==> config.mk <==
export PLATFORM = sky130hd
export DESIGN_NAME = periodic_oneshot_timer_table_top
export DESIGN_NICKNAME = d
export VERILOG_FILES = /design/src/hw/rtl/pott_pkg.sv /design/src/hw/rtl/periodic_oneshot_timer_table_top.sv
export SDC_FILE = /design/constraint.sdc
export NUM_CORES = 2
export LEC_CHECK = 0
export ABC_AREA = 0
export ABC_CLOCK_PERIOD_IN_PS = 11350
export BUFFER_PORTS_ARGS = -buffer_cell sky130_fd_sc_hd__buf_2
export CAP_MARGIN = 20
export CELL_PAD_IN_SITES_DETAIL_PLACEMENT = 1
export CELL_PAD_IN_SITES_GLOBAL_PLACEMENT = 1
export CORE_ASPECT_RATIO = 1.2
export CORE_MARGIN = 2
export CORE_UTILIZATION = 60
export DETAILED_ROUTE_END_ITERATION = 8
export PLACE_DENSITY_LB_ADDON = 0.1
export SLEW_MARGIN = 10
export SYNTH_ARGS = -nofsm -noshare
export SYNTH_HDL_FRONTEND = slang
export SYNTH_SLANG_ARGS = --single-unit
==> constraint.sdc <==
create_clock -name clk -period 11.35 [get_ports clk]
set_clock_uncertainty 0.15 [all_clocks]
set_input_delay 0.5675 -clock clk [delete_from_list [all_inputs] [get_ports clk]]
set_output_delay 0.5675 -clock clk [all_outputs]
set_load 0.02 [all_outputs]
==> src/hw/rtl/pott_pkg.sv <==
`timescale 1ns / 1ps
// ----------------------------------------------------------------------------
// pott_pkg
// Types, codes and helpers shared by the periodic / one-shot timer table.
// ----------------------------------------------------------------------------
package pott_pkg;

    localparam int TIME_W      = 48;
    localparam int AMOUNT_W    = 32;
    localparam int TAG_W       = 16;
    localparam int MAX_RESULTS = 16;
    localparam int FIRE_W      = $clog2(MAX_RESULTS + 1);

    typedef enum logic [1:0] {
        OP_TICK     = 2'd0,
        OP_ADD_PER  = 2'd1,
        OP_ADD_ONE  = 2'd2,
        OP_CLEAR    = 2'd3
    } op_t;

    typedef enum logic [1:0] {
        KIND_ACK     = 2'd0,
        KIND_FIRED   = 2'd1,
        KIND_NOTHING = 2'd2
    } kind_t;

    typedef enum logic [1:0] {
        ST_OK      = 2'd0,
        ST_NO_CB   = 2'd1,
        ST_ZERO_IV = 2'd2,
        ST_FULL    = 2'd3
    } status_t;

    typedef enum logic [2:0] {
        S_IDLE,
        S_EXEC,
        S_TICK_RD,
        S_TICK_EVAL,
        S_TICK_END
    } state_t;

    typedef struct packed {
        logic                periodic;
        logic [TIME_W-1:0]   due;
        logic [AMOUNT_W-1:0] interval;
        logic [TAG_W-1:0]    tag;
    } slot_t;

    // Due time of now plus a delay, held at the top of the time range.
    function automatic logic [TIME_W-1:0] sat_add(
        input logic [TIME_W-1:0]   t,
        input logic [AMOUNT_W-1:0] d
    );
        logic [TIME_W:0] s;
        s = {1'b0, t} + {{(TIME_W + 1 - AMOUNT_W){1'b0}}, d};
        sat_add = s[TIME_W] ? {TIME_W{1'b1}} : s[TIME_W-1:0];
    endfunction

endpackage

==> src/hw/rtl/periodic_oneshot_timer_table_top.sv <==
`timescale 1ns / 1ps
// ----------------------------------------------------------------------------
// periodic_oneshot_timer_table_top
// Timer slot table in insertion order; adds, clears and ticks that fire,
// reschedule and compact slots through one compare/add unit.
// ----------------------------------------------------------------------------
// Add and clear are accepted while idle; the exec state then registers their word once the result port is free.
// A tick runs accept, setup, then for each slot a memory read state plus a
// compare / saturating add / write-back state on the shared unit, then a final
// pointer check and the last word.
// Throughput: one item at a time; input ready only while idle, and longer
// when the result port stalls.
// Reset: state, counts, pointers and valid flags clear at once; slot memory is not.
module periodic_oneshot_timer_table_top
    import pott_pkg::*;
#(
    parameter int JOB_SLOTS = 16
)
(
    input  logic          clk,
    input  logic          rst_n,
    input  logic          s_tvalid,
    output logic          s_tready,
    input  logic [103:0]  s_tdata,   // now_ms[47:0], amount[79:48], job_tag[95:80],
                                     // has_callback[96], zero fill
    input  logic [1:0]    s_tuser,   // op[1:0]
    output logic          m_tvalid,
    input  logic          m_tready,
    output logic [23:0]   m_tdata,   // status[1:0], fired_tag[17:2], zero fill
    output logic [1:0]    m_tuser,   // kind[1:0]
    output logic          m_tlast
);

    localparam int AW    = (JOB_SLOTS > 1) ? $clog2(JOB_SLOTS) : 1;
    localparam int CNT_W = $clog2(JOB_SLOTS + 1);
    localparam logic [CNT_W-1:0] FULL_CNT = CNT_W'(JOB_SLOTS);
    localparam logic [FIRE_W-1:0] FIRE_MAX = FIRE_W'(MAX_RESULTS);

    // slot memory
    slot_t mem [JOB_SLOTS];
    slot_t rd_data_reg;
    logic  mem_we;
    logic [AW-1:0] mem_waddr;
    slot_t mem_wdata;

    state_t state_reg, state_next;
    op_t    op_reg, op_next;
    logic [TIME_W-1:0]   now_reg, now_next;
    logic [AMOUNT_W-1:0] amount_reg, amount_next;
    logic [TAG_W-1:0]    tag_reg, tag_next;
    logic                cb_reg, cb_next;
    logic [CNT_W-1:0]    count_reg, count_next;
    logic [CNT_W-1:0]    rd_ptr_reg, rd_ptr_next;
    logic [CNT_W-1:0]    wr_ptr_reg, wr_ptr_next;
    logic [FIRE_W-1:0]   fire_cnt_reg, fire_cnt_next;
    logic                pend_valid_reg, pend_valid_next;
    logic [TAG_W-1:0]    pend_tag_reg, pend_tag_next;
    logic                out_valid_reg, out_valid_next;
    kind_t               out_kind_reg, out_kind_next;
    status_t             out_status_reg, out_status_next;
    logic [TAG_W-1:0]    out_tag_reg, out_tag_next;
    logic                out_last_reg, out_last_next;

    logic      out_free;
    logic      hit;
    status_t   add_status;
    logic [TIME_W-1:0] sum_time;
    logic [AMOUNT_W-1:0] add_amt;

    assign out_free = !out_valid_reg || m_tready;
    assign s_tready = (state_reg == S_IDLE);

    // shared unit: one saturating add, one compare
    assign add_amt  = (state_reg == S_TICK_EVAL) ? rd_data_reg.interval : amount_reg;
    assign sum_time = sat_add(now_reg, add_amt);
    assign hit      = (fire_cnt_reg < FIRE_MAX) && (now_reg >= rd_data_reg.due);

    always_comb
    begin
        if (!cb_reg)
            add_status = ST_NO_CB;
        else if ((op_reg == OP_ADD_PER) && (amount_reg == '0))
            add_status = ST_ZERO_IV;
        else if (count_reg >= FULL_CNT)
            add_status = ST_FULL;
        else
            add_status = ST_OK;
    end

    always_comb
    begin
        state_next      = state_reg;
        op_next         = op_reg;
        now_next        = now_reg;
        amount_next     = amount_reg;
        tag_next        = tag_reg;
        cb_next         = cb_reg;
        count_next      = count_reg;
        rd_ptr_next     = rd_ptr_reg;
        wr_ptr_next     = wr_ptr_reg;
        fire_cnt_next   = fire_cnt_reg;
        pend_valid_next = pend_valid_reg;
        pend_tag_next   = pend_tag_reg;
        out_valid_next  = out_valid_reg && !m_tready;
        out_kind_next   = out_kind_reg;
        out_status_next = out_status_reg;
        out_tag_next    = out_tag_reg;
        out_last_next   = out_last_reg;
        mem_we          = 1'b0;
        mem_waddr       = count_reg[AW-1:0];
        mem_wdata       = rd_data_reg;

        case (state_reg)
            S_IDLE:
            begin
                if (s_tvalid)
                begin
                    op_next     = op_t'(s_tuser);
                    now_next    = s_tdata[47:0];
                    amount_next = s_tdata[79:48];
                    tag_next    = s_tdata[95:80];
                    cb_next     = s_tdata[96];
                    state_next  = S_EXEC;
                end
            end

            S_EXEC:
            begin
                if (op_reg == OP_TICK)
                begin
                    rd_ptr_next     = '0;
                    wr_ptr_next     = '0;
                    fire_cnt_next   = '0;
                    pend_valid_next = 1'b0;
                    state_next      = S_TICK_RD;
                end
                else if (out_free)
                begin
                    out_valid_next  = 1'b1;
                    out_kind_next   = KIND_ACK;
                    out_tag_next    = '0;
                    out_last_next   = 1'b1;
                    state_next      = S_IDLE;
                    if (op_reg == OP_CLEAR)
                    begin
                        out_status_next = ST_OK;
                        count_next      = '0;
                    end
                    else
                    begin
                        out_status_next = add_status;
                        if (add_status == ST_OK)
                        begin
                            mem_we             = 1'b1;
                            mem_waddr          = count_reg[AW-1:0];
                            mem_wdata.periodic = (op_reg == OP_ADD_PER);
                            mem_wdata.due      = sum_time;
                            mem_wdata.interval = (op_reg == OP_ADD_PER) ? amount_reg : '0;
                            mem_wdata.tag      = tag_reg;
                            count_next         = count_reg + 1'b1;
                        end
                    end
                end
            end

            S_TICK_RD:
            begin
                if (rd_ptr_reg == count_reg)
                    state_next = S_TICK_END;
                else
                    state_next = S_TICK_EVAL;
            end

            S_TICK_EVAL:
            begin
                // hold while an earlier fired word cannot be pushed out
                if (!(hit && pend_valid_reg && !out_free))
                begin
                    if (hit)
                    begin
                        if (pend_valid_reg)
                        begin
                            out_valid_next  = 1'b1;
                            out_kind_next   = KIND_FIRED;
                            out_status_next = ST_OK;
                            out_tag_next    = pend_tag_reg;
                            out_last_next   = 1'b0;
                        end
                        pend_valid_next = 1'b1;
                        pend_tag_next   = rd_data_reg.tag;
                        fire_cnt_next   = fire_cnt_reg + 1'b1;
                    end
                    // keep unfired slots and fired periodic ones, packed down
                    if (!hit || rd_data_reg.periodic)
                    begin
                        mem_we    = 1'b1;
                        mem_waddr = wr_ptr_reg[AW-1:0];
                        if (hit)
                            mem_wdata.due = sum_time;
                        wr_ptr_next = wr_ptr_reg + 1'b1;
                    end
                    rd_ptr_next = rd_ptr_reg + 1'b1;
                    state_next  = S_TICK_RD;
                end
            end

            S_TICK_END:
            begin
                if (out_free)
                begin
                    out_valid_next  = 1'b1;
                    out_status_next = ST_OK;
                    out_last_next   = 1'b1;
                    if (pend_valid_reg)
                    begin
                        out_kind_next = KIND_FIRED;
                        out_tag_next  = pend_tag_reg;
                    end
                    else
                    begin
                        out_kind_next = KIND_NOTHING;
                        out_tag_next  = '0;
                    end
                    pend_valid_next = 1'b0;
                    count_next      = wr_ptr_reg;
                    state_next      = S_IDLE;
                end
            end

            default:
            begin
                state_next = S_IDLE;
            end
        endcase
    end

    always_ff @(posedge clk or negedge rst_n)
    begin
        if (!rst_n)
        begin
            state_reg      <= S_IDLE;
            count_reg      <= '0;
            rd_ptr_reg     <= '0;
            wr_ptr_reg     <= '0;
            fire_cnt_reg   <= '0;
            pend_valid_reg <= 1'b0;
            out_valid_reg  <= 1'b0;
        end
        else
        begin
            state_reg      <= state_next;
            count_reg      <= count_next;
            rd_ptr_reg     <= rd_ptr_next;
            wr_ptr_reg     <= wr_ptr_next;
            fire_cnt_reg   <= fire_cnt_next;
            pend_valid_reg <= pend_valid_next;
            out_valid_reg  <= out_valid_next;
        end
    end

    always_ff @(posedge clk)
    begin
        op_reg         <= op_next;
        now_reg        <= now_next;
        amount_reg     <= amount_next;
        tag_reg        <= tag_next;
        cb_reg         <= cb_next;
        pend_tag_reg   <= pend_tag_next;
        out_kind_reg   <= out_kind_next;
        out_status_reg <= out_status_next;
        out_tag_reg    <= out_tag_next;
        out_last_reg   <= out_last_next;
    end

    always_ff @(posedge clk)
    begin
        if (mem_we)
            mem[mem_waddr] <= mem_wdata;
        rd_data_reg <= mem[rd_ptr_reg[AW-1:0]];
    end

    assign m_tvalid = out_valid_reg;
    assign m_tuser  = out_kind_reg;
    assign m_tdata  = {6'd0, out_tag_reg, out_status_reg};
    assign m_tlast  = out_last_reg;

    // ------------------------------------------------------------------------
    a_count_bound: assert property (@(posedge clk) disable iff (!rst_n)
        count_reg <= FULL_CNT)
        else $error("slot count above table size");

    a_compact_order: assert property (@(posedge clk) disable iff (!rst_n)
        wr_ptr_reg <= rd_ptr_reg)
        else $error("compaction write pointer ahead of read pointer");

    a_fire_limit: assert property (@(posedge clk) disable iff (!rst_n)
        fire_cnt_reg <= FIRE_MAX)
        else $error("fired word count above limit");

    a_single_word: assert property (@(posedge clk) disable iff (!rst_n)
        (m_tvalid && (m_tuser == KIND_ACK || m_tuser == KIND_NOTHING)) |-> m_tlast)
        else $error("acknowledge or nothing-due word not marked last");

    a_pend_drain: assert property (@(posedge clk) disable iff (!rst_n)
        (state_reg == S_IDLE) |-> !pend_valid_reg)
        else $error("fired word left pending after tick");

endmodule
# Word level (Yosys, flattened, before mapping)
# Memories as Yosys holds them, arrays and structs flattened. A register that Yosys moved wholly into a read port is not among the register bits.
# Index checks and enable logic that the tools add are counted.
totals:
  ff_bits: 161
  word_cells: 161
  out_inout_bits: 29
  mem_count: 1
  ram_bits: 1552
classes:
  mux: 89
  addsub: 5
  bitwise: 1
  n_reduce_logical: 28
  order_cmp: 3
  eq_ne: 17
mem_list:
  columns: ["memory", "depth", "width", "read_ports", "rd_ports_with_merged_regs", "wr", "line_no", "rtl"]
  rows:
  - ["mem", 16, 97, 1, 1, 1, "periodic_oneshot_timer_table_top.sv:40", "slot_t mem [JOB_SLOTS];"]
ops:
  columns: ["cell", "n"]
  rows:
  - ["$mux W97", 4]
  - ["$mux W48", 5]
  - ["$mux W16", 7]
  - ["$pmux W48 S2", 1]
  - ["$mux W32", 2]
  - ["$mux W5", 11]
  - ["$add A48 B32 Y49", 1]
  - ["$ge A48 B48 Y1", 1]
  - ["$pmux W16 S3", 1]
  - ["$pmux W5 S2", 4]
  - ["$logic_not A32 Y1", 1]
  - ["$mux W2", 16]
  - ["$mux W1", 23]
  - ["$add A5 B1 Y5 const B", 4]
  - ["$ne A2 B2 Y1 const B", 8]
  - ["$mux W3", 5]
  - ["$pmux W3 S5", 1]
  - ["$reduce_and A5 Y1", 3]
  - ["$mux W4", 3]
  - ["$pmux W2 S3", 2]
  - ["$pmux W1 S3", 3]
  - ["$reduce_and A4 Y1", 2]
  - ["$reduce_and A7 Y1", 1]
  - ["$eq A3 B2 Y1 const B", 2]
  - ["other kinds (20)", 32]

# Longest topological paths before layout
logic_depth:
  ltp_word: 12
  mapped_depth: 20

# Worst setup path before layout
# OpenSTA, ideal clock, no wires.
synth_path:
  path_kind: "flip-flop to flip-flop"
  start: "register now_reg[5]"
  end: "memory mem[0][0] (netlist name), enable pin"
  arrival_ns: 6.683
  path_buffers: 0
  setup_slack_ns: 3.952
  required_ns: 10.636
  stages_incl_launch_ff: 11
  path_cell_list: "edfxtp_1 ha_1 a21oi_1 nor2_1 o31a_1 o311a_1 nor3_2 o21ai_1 or3_1 o31ai_1 nor2b_1"
synth_via:
  elab_chain_cells: 9
  word_cells_on_any_way: 14
  classes_between: "order compare: 1; mux: 8; reduce/logical: 5"
synth_rtl:
  columns: ["item", "line_no", "rtl"]
  rows:
  - ["start: declaration", "periodic_oneshot_timer_table_top.sv:48", "logic [TIME_W-1:0] now_reg, now_next;"]
  - ["start signal: assignment", "periodic_oneshot_timer_table_top.sv:264", "now_reg <= now_next;"]
  - ["$ge A48 B48 Y1 *", "periodic_oneshot_timer_table_top.sv:76", "assign hit = (fire_cnt_reg < FIRE_MAX) && (now_reg >= rd_data_reg.due);"]
  - ["$logic_and A1 B1 Y1 *", "periodic_oneshot_timer_table_top.sv:76", null]
  - ["$logic_not A1 Y1", "periodic_oneshot_timer_table_top.sv:194", "if (!hit || rd_data_reg.periodic)"]
  - ["$logic_or A1 B1 Y1", "periodic_oneshot_timer_table_top.sv:194", null]
  - ["$mux W1", "periodic_oneshot_timer_table_top.sv:194", null]
  - ["$mux W1", "periodic_oneshot_timer_table_top.sv:177", "if (!(hit && pend_valid_reg && !out_free))"]
  - ["$pmux W1 S2", "periodic_oneshot_timer_table_top.sv:113", "case (state_reg)"]
  - ["$mux W1", "periodic_oneshot_timer_table_top.sv:277", "if (mem_we)"]
  - ["$mux W1 (not written as such)", "periodic_oneshot_timer_table_top.sv:278", "mem[mem_waddr] <= mem_wdata;"]
  - ["end: declaration", "periodic_oneshot_timer_table_top.sv:40", null]
# Every way passes the cells marked *; elsewhere a longest branch is shown, timed or not.

# Final worst setup path
layout_path:
  start: "register now_reg[30]"
  end: "memory mem[11][28] (netlist name), enable pin"
# The elaborated chain is that of the path after synthesis.

==> impl_results.rst <==
.. list-table::
   :header-rows: 1

   * - Metric
     - Value
   * - Height of the chip
     - roughly 380 um
   * - Remaining max-slew budget at the tightest pin
     - 18.0%
   * - Crit path largest cell delay
     - ~820 ps
   * - Data arrival time of the critical path
     - ~7000 ps
   * - Flip-flop and latch area
     - 0.0533 sq mm
   * - Total power per unit cell area
     - approximately 280 mW/mm^2
   * - DRC viols
     - 0
   * - Critical-path top delay cell
     - sky130_fd_sc_hd__nor2_4
   * - CTS root buf
     - sky130_fd_sc_hd__clkbuf_16
   * - Port Buffer Count
     - ~130
   * - Initial core utilization
     - 60.3%
   * - Highest signal layer in the routed design
     - met4
   * - Clock period minus final worst setup slack
     - about 6700 ps
   * - Share of synthesized flip-flops with an asynchronous set or reset
     - about 1.4%
   * - EDFF count, synth
     - roughly 1700
   * - Flip-flop count of the largest register after layout
     - approximately 1600
   * - Placeable core region
     - 0.118 sq mm
   * - Area of the die
     - approximately 0.12 sq mm
   * - Number of global-route vias before repair
     - 38674
   * - Number of different library cells in the post-synthesis netlist
     - 80
   * - Routed wire per std cell
     - 34.4 um
   * - Most common cell after layout, fill and taps aside
     - sky130_fd_sc_hd__edfxtp_1
   * - IR drop worst, VDD
     - 0.222 mV
   * - Worst Setup Start Kind
     - flop
   * - Most used cells in the layout excluding fill and tap cells
     - sky130_fd_sc_hd__edfxtp_1, sky130_fd_sc_hd__mux4_2, sky130_fd_sc_hd__clkbuf_16, sky130_fd_sc_hd__nand2_1, sky130_fd_sc_hd__buf_2
   * - Flops & latches, synth
     - about 1800
   * - Routed Wire Length
     - 185000 um
   * - Slew Viols, Final
     - 0
   * - Unrepaired setup endpoints after global routing
     - no
   * - Number of antenna violations at the first check in global routing
     - 1
   * - Sum of met3 wire segment lengths after detailed routing
     - 13100 um
   * - Worst slack at placement
     - ~4700 ps
   * - Depth of the CTS H-tree
     - 4
   * - Ratio of cells with drive above 1 in the final layout
     - between 20% and 30%
   * - Total power
     - around 0.022 W
   * - Path type of the worst setup path
     - reg -> reg
   * - Sequential fraction of the synthesis area
     - about three quarters
   * - Fraction of the cycle the final worst path needs
     - just under 60%
   * - Global router's overall resource usage
     - between 30 and 40%
   * - Post-synth top flop
     - sky130_fd_sc_hd__edfxtp_1
   * - Fillers
     - ~9000
   * - Critical Path End Type
     - flop
   * - Final Hold Fails
     - 0
   * - Result of the run
     - finished, final reports clean
   * - Post-synthesis instance area
     - approximately 0.07 sq mm
   * - Worst-Margin Slew
     - approximately 1200 ps
   * - Std cell rows
     - 138
   * - Worst-case setup margin in the final layout
     - between 4000 and 5000 ps
   * - Largest net degree at the start of global routing
     - ~160
   * - DR vias/cell
     - between 6 and 7
   * - Total number of nets in the final design
     - a little under 4000
   * - FMAX
     - 149 MHz
   * - Total number of yosys warnings
     - 0
   * - Half-perimeter wire length after placement
     - about 97000 um
   * - Required time of the worst setup path
     - approximately 12000 ps
   * - Met1 WL
     - 70300 um
   * - Clock tree sinks
     - between 1500 and 2000
   * - Critical Path Most Common Cell
     - sky130_fd_sc_hd__buf_4
   * - Clock buffer depth
     - 3
   * - Type of the tightest min-delay check
     - in -> async
   * - Combined area of the multi-input logic cells
     - about 0.017 sq mm
   * - Clock Latency Late Sink
     - approximately 810 ps
   * - Starting DRT DRC Count
     - ~4000
   * - Clk pin slew, worst setup/hold paths
     - 60 ps
   * - Ordered cell list for the critical path
     - ha_1 -> nand3_1 -> nor4_1 -> a22oi_1 -> a311oi_1 -> nor3_2 -> o21ai_1 -> a31oi_1 -> nor2_4 -> buf_4 -> buf_4
   * - Total grt overflow
     - 0
   * - Amount of wire on met2 after detailed routing
     - between 90000 and 100000 um
   * - Num ports
     - about 140
   * - Maximum fanout count along the critical path
     - 34
   * - Number of instances in the synthesized netlist
     - roughly 3400
   * - First-pass detailed-route iteration total
     - 8
   * - Max-cap viol count
     - 0
   * - Die Width
     - 318 um
   * - Mean cell area of the mapped netlist
     - around 21 sq um
   * - TritonCTS clock tree
     - built
   * - Synthesis-to-finish area growth
     - 13.2%
   * - Inserted Clock Buffers
     - 170
   * - Setup violation total in the final timing report
     - 0
   * - Antenna-violating nets left
     - 0
   * - Routability cong.
     - about 0.87
   * - Final setup TNS
     - 0 ps
   * - Setup repair bufs after CTS
     - 0
   * - LEAKAGE
     - 26.0 nW
   * - First-pass GRT wire length
     - between 200000 and 300000 um
   * - Vias post-DR
     - 35933
[path summary, 6_finish.rpt]
kind / depth (start not counted) / end / slack [ps] / start
setup / recovery: 11 / mem[11][28] / 4650 / now_reg[30]
hold / removal: 2 / count_reg[4] / 190 / rst_n
setup reg to reg: 11 / mem[11][28] / 4650 / now_reg[30]
hold reg to reg: 0 / pend_tag_reg[12] / 270 / rd_data_reg[12]
max in group asynchronous: 2 / rd_ptr_reg[3] / 10350 / rst_n
min in group clk: 0 / pend_tag_reg[12] / 270 / rd_data_reg[12]
[routing by layer]
layer / global-route usage [%] / up-vias
met2: 52.4 / 1717
met3: 4.58 / 394
met4: 11.5 / 0
met5: 0 / -
met1: 42.5 / 19243
li1: - / 14579
[area by class of cell]
class,count,area share (%)
clock inverters,87,1.22
inverters,65,0.303
repair buffers,294,2.86
well taps,1540,2.40
multi-input cells,1346,21.1
clock buffers,231,5.93
flip-flops and latches,1810,66.2
diodes,1,0.00311
[where the power goes]
part / switching, W / internal (W)
clock network: 0.00248 / 0.00343
logic: 0.00400 / 0.00264
registers: 0.000521 / 0.00923
[cells in the mapped netlist, drive strengths merged, types with 24 or more instances]
library cell,instances,area (sq um)
xnor2,25,219
a31oi,44,450
clkbuf,108,407
nand3,25,125
buf,63,363
xor2,24,210
a21oi,69,349
inv,65,244
dfxtp,97,1940
nor2,102,458
nor2b,31,194
dfrtp,25,626
nand2,158,596
mux4,485,10900
edfxtp,1688,50700
a22o,32,280
o21ai,47,239
ha,88,1100
[what timing repair did]
item	CTS	global route
hold buffers	101	0
gates resized for setup	0	0
endpoints found under the hold margin	126	0
setup endpoints to repair	0	0
[cells by family (layout without fill, tap and decap cells)]
kind of cell             count (synthesis)  after routing  share of synthesized area, %
XOR/XNOR                                49             49                         0.604
multiplexers                           505            505                          15.7
adder cells (fa/ha/maj)                 89             89                          1.58
buffers and inverters                  236            677                          1.43
AO/OA/AOI/OAI                          280            280                          2.86
AND/OR/NAND/NOR                        417            417                          2.88
other                                    1              7                       0.00528
flip-flops                            1810           1810                          75.0
[critical path, delay by kind of cell, from the launching register on]
kind | cells | cell delay [ps]
adders and majority gates | 1 | 320
and+or+nand+nor | 4 | 1980
buffers and inverters | 2 | 1250
DFF | 1 | 420
AOI/OAI and AO/OA | 4 | 2110
[per-stage QoR]
stage	instances	instance area (sq um)	hold slack (ps)	utilization, %
after CTS	5364	80300	157	68.2
after floorplan	3392	71100	122	-
after global placement	4944	73600	269	62.5
after global routing	5373	80400	194	68.3
after detailed placement	4945	73600	277	62.5
final	5374	80400	191	68.3
No activity file was read; power rests on OpenSTA's default activity.
